### config.mk
export PLATFORM = sky130hd
export DESIGN_NAME = scsa_ram
export DESIGN_NICKNAME = d
export VERILOG_FILES = /design/src/scsa_ram.sv
export SDC_FILE = /design/constraint.sdc
export NUM_CORES = 1
export LEC_CHECK = 0
export BUFFER_PORTS_ARGS = -buffer_cell sky130_fd_sc_hd__buf_2
export CAP_MARGIN = 30
export CORE_MARGIN = 2
export CORE_UTILIZATION = 49
export CTS_CLUSTER_SIZE = 28
export DETAILED_ROUTE_END_ITERATION = 7
export PLACE_DENSITY_LB_ADDON = 0.3
export SETUP_SLACK_MARGIN = 0.3
export SLEW_MARGIN = 40
export SYNTH_ARGS = -nofsm -noshare
export SYNTH_HDL_FRONTEND = slang
export SYNTH_SLANG_ARGS = --single-unit
export TNS_END_PERCENT = 50
### constraint.sdc
create_clock -name i_clk -period 2.15 [get_ports i_clk]
set_clock_uncertainty 0.15 [all_clocks]
set_input_delay 0.3225 -clock i_clk [delete_from_list [all_inputs] [get_ports i_clk]]
set_output_delay 0.3225 -clock i_clk [all_outputs]
set_load 0.01 [all_outputs]
### src/scsa_ram.sv
module scsa_ram #(
    parameter int WIDTH = 8,
    parameter int DEPTH = 64
) (
    input  logic                     i_clk,
    input  logic                     i_we,
    input  logic [$clog2(DEPTH)-1:0] i_waddr,
    input  logic [WIDTH-1:0]         i_wdata,
    input  logic [$clog2(DEPTH)-1:0] i_raddr,
    output logic [WIDTH-1:0]         o_rdata
);

    logic [WIDTH-1:0] r_mem [DEPTH];
    logic [WIDTH-1:0] r_rdata;

    // One write port and one registered read port.
    always_ff @(posedge i_clk) begin
        if (i_we) begin
            r_mem[i_waddr] <= i_wdata;
        end
        r_rdata <= r_mem[i_raddr];
    end

    assign o_rdata = r_rdata;

endmodule

==> results.txt <==
flops & latches, synth: 520
Slew headroom: 52.3%
fin crit period: 2.05 ns
port bufs: 29
layout cell share with drive strength beyond 1: 36.3%
ys flop type: edfxtp_1
combinational cell fraction of total power: 5.6%
final hold vios: 0
min-delay worst type: input pin to flop
largest net degree at the start of global routing: 65
Unique masters post-synth: 40
fin crit share: 95.4%
hpwl dp: 29100 um
hold buffers post-CTS: 0
critical path required time: 2.49 ns
number of global-route vias before repair: 10200
Die Y: 207 um
setup tns final: 0 ns
Site Rows: 74
power per cell area: 885 mW/mm^2
vias per cell: 5.92
syn_nets: 962
Horiz. Die Dim: 207 um
Clock Sink Count: 520
TritonRoute pass-1 iters: 5
Max Clk Rate: 488 MHz
Initial Util: 49.5%
Num CTS Buffers: 51
worst setup path class: flop to flop
max-slew violations: 0
GR Util All Layers: 22.0%
Lkg Pwr: 7.81 nW
Core Box Area: 0.0407 mm^2
Max-Cap Viols: 0
Root Driver: clkbuf_16
via count: 10100
filler cell count: 2950
Placement Cell Area: 0.0222 mm^2
antenna violations before repair: 2
Clock Path Buffers: 3
Critical Path Sink Type: flop
arrival time at the worst endpoint: 2.39 ns
WL final: 45500 um
crit-path max FO: 1
worst slew pin tran: 0.715 ns
Reg power frac: 53.3%
CTS tree: done
footprint of the multi-input gates: 0.00445 mm^2
EDFF count, synth: 512
Placer Congestion: 0.857
total grt overflow: 0
Die ar.: 0.0428 mm^2
Antenna Cells: 0
switching part of the total power: 21.0%
Avg Cell Area, Syn: 21.5 um^2
WL per Instance: 26.6 um
RSZ-0062 raised after global routing: true
Mapped Cells: 940
reg2reg start: r_mem[15][0]
number of I/O pins: 30
Cell Area, Synth: 0.0202 mm^2
outcome: finished clean
DRC errors left: 0
Sw Pwr: 4.44 mW
register area: 0.0155 mm^2
Final nets: 1160
H-tree depth: 2
Async SR Flop Fraction: 0%
Int Power: 16.7 mW
Clock transition at path regs: 0.06 ns
clock share of power: 41.1%
first-pass GRT wire length: 66900 um
Final Setup Violations: 0
post-route ant nets: 0
initial DRC count: 1041
register area share after synthesis: 77.0%
Finished Cell Area: 0.0239 mm^2
area delta synth->final: 18.4%
Worst Setup SP: r_mem[15][0]
Clk Latency, worst-skew pair: 0.60 ns
synth warn: 0
Tot Pwr: 21.1 mW
CP Launch Type: flop
maximum vdd drop: 0.633 mV
hold path start: i_raddr[5]
-- cell type report --
type                            count  share of cell area (%)
Clock inverter                     28                    1.04
Clock buffer                       66                    5.71
Sequential cell                   520                    65.1
Tap cell                          532                    2.79
Timing Repair Buffer              196                    6.74
Multi-Input combinational cell    369                    18.6
-- worst max-delay path, stage by stage, from the launching register on --
cell and delay, ns:
edfxtp_1 0.38, mux4_2 0.50, mux4_2 0.55, nor2_4 0.13, nor3_1 0.08, o2bb2ai_1 0.15
-- through the flow --
stage / instances / util [%] / worst slack (ns) / hold slack (ns)
after floorplan: 940 / - / 0.129 / 0.271
after global placement: 1617 / 54.4 / -0.757 / 0.601
after detailed placement: 1617 / 54.5 / -0.595 / 0.605
after CTS: 1711 / 58.6 / 0.104 / 0.0180
after global routing: 1711 / 58.6 / 0.0438 / 0.0609
final: 1711 / 58.6 / 0.0998 / 0.0493
-- metal layers --
metal | GRT usage (%) | wire (um) | up-vias
met5 | 0 | 8 | -
met4 | 7.83 | 1450 | 2
met3 | 4.55 | 3530 | 79
met2 | 34.3 | 21800 | 418
met1 | 31.2 | 18700 | 5308
li1 | - | - | 4326
-- power groups by stage --
stage          logic, mW  clock network [mW]  registers [mW]
6_report            1.19                8.67            11.3
5_1_grt             1.27                9.18            11.3
4_1_cts             1.21                8.83            11.3
3_5_place_dp        1.18                   0            11.5
3_3_place_gp        1.16                   0            11.5
2_1_floorplan      0.617                   0            11.5
-- logic make-up (layout without fill, tap and decap cells) --
family	count (synthesis)	count (layout)	synth area share [%]
simple gates	153	153	3.39
buf+inv	51	290	1.57
flops	520	520	77.0
mux	162	162	15.9
compound gates	54	54	2.07
-- cell usage after synthesis, drive strengths merged (4+ instances only) --
library cell  number  area share (%)
a221oi             6            0.26
a211oi             4            0.15
o221ai             8            0.35
clkbuf            17            0.32
mux2i             23             1.1
mux2              13            0.73
nand3             13            0.32
o22ai              8            0.25
nand2b             7            0.22
nor2              83             1.5
buf               34             1.3
nor2b             14            0.43
mux4             126              14
nor3               7            0.17
nand2             19            0.35
o21ai              4           0.099
edfxtp           512              76
dfxtp              8            0.79
-- worst paths after layout --
check | end | slack [ns] | cells after the start
min | o_rdata[0] | 0.05 | 3
max | o_rdata[0] | 0.1 | 5
max reg2reg | o_rdata[0] | 0.1 | 5
min reg2reg | o_rdata[4] | 0.67 | 3
-- cells in the final DEF (no fill, tap or decap), types with 4 or more instances in the layout --
cell type    n
clkbuf_16   51
mux2_2      12
dfxtp_1      8
nor2_2       8
clkbuf_1    12
clkbuf_8     4
clkinv_2     6
nand3_1     13
o221ai_1     8
buf_4      158
nand2b_1     7
mux4_2     126
clkinv_1    13
o22ai_1      8
buf_12      15
mux2i_1     23
edfxtp_1   512
bufinv_16    4
nor2_1      73
nor2b_1     14
buf_2       22
nand2_1     19
a211oi_1     4
-- registers in the layout, indices dropped and copies added (netlist names) --
| name | cells |
|---|---|
| o_rdata | 8 |
| r_mem | 512 |
-- repair_timing --
item / 4_1_cts / 5_1_grt
pin swaps: 4 / 1
endpoints found under the setup margin: 8 / 8
gates resized for setup: 13 / 2
setup buffers: 0 / 0
(Power assumes the default switching activity.)
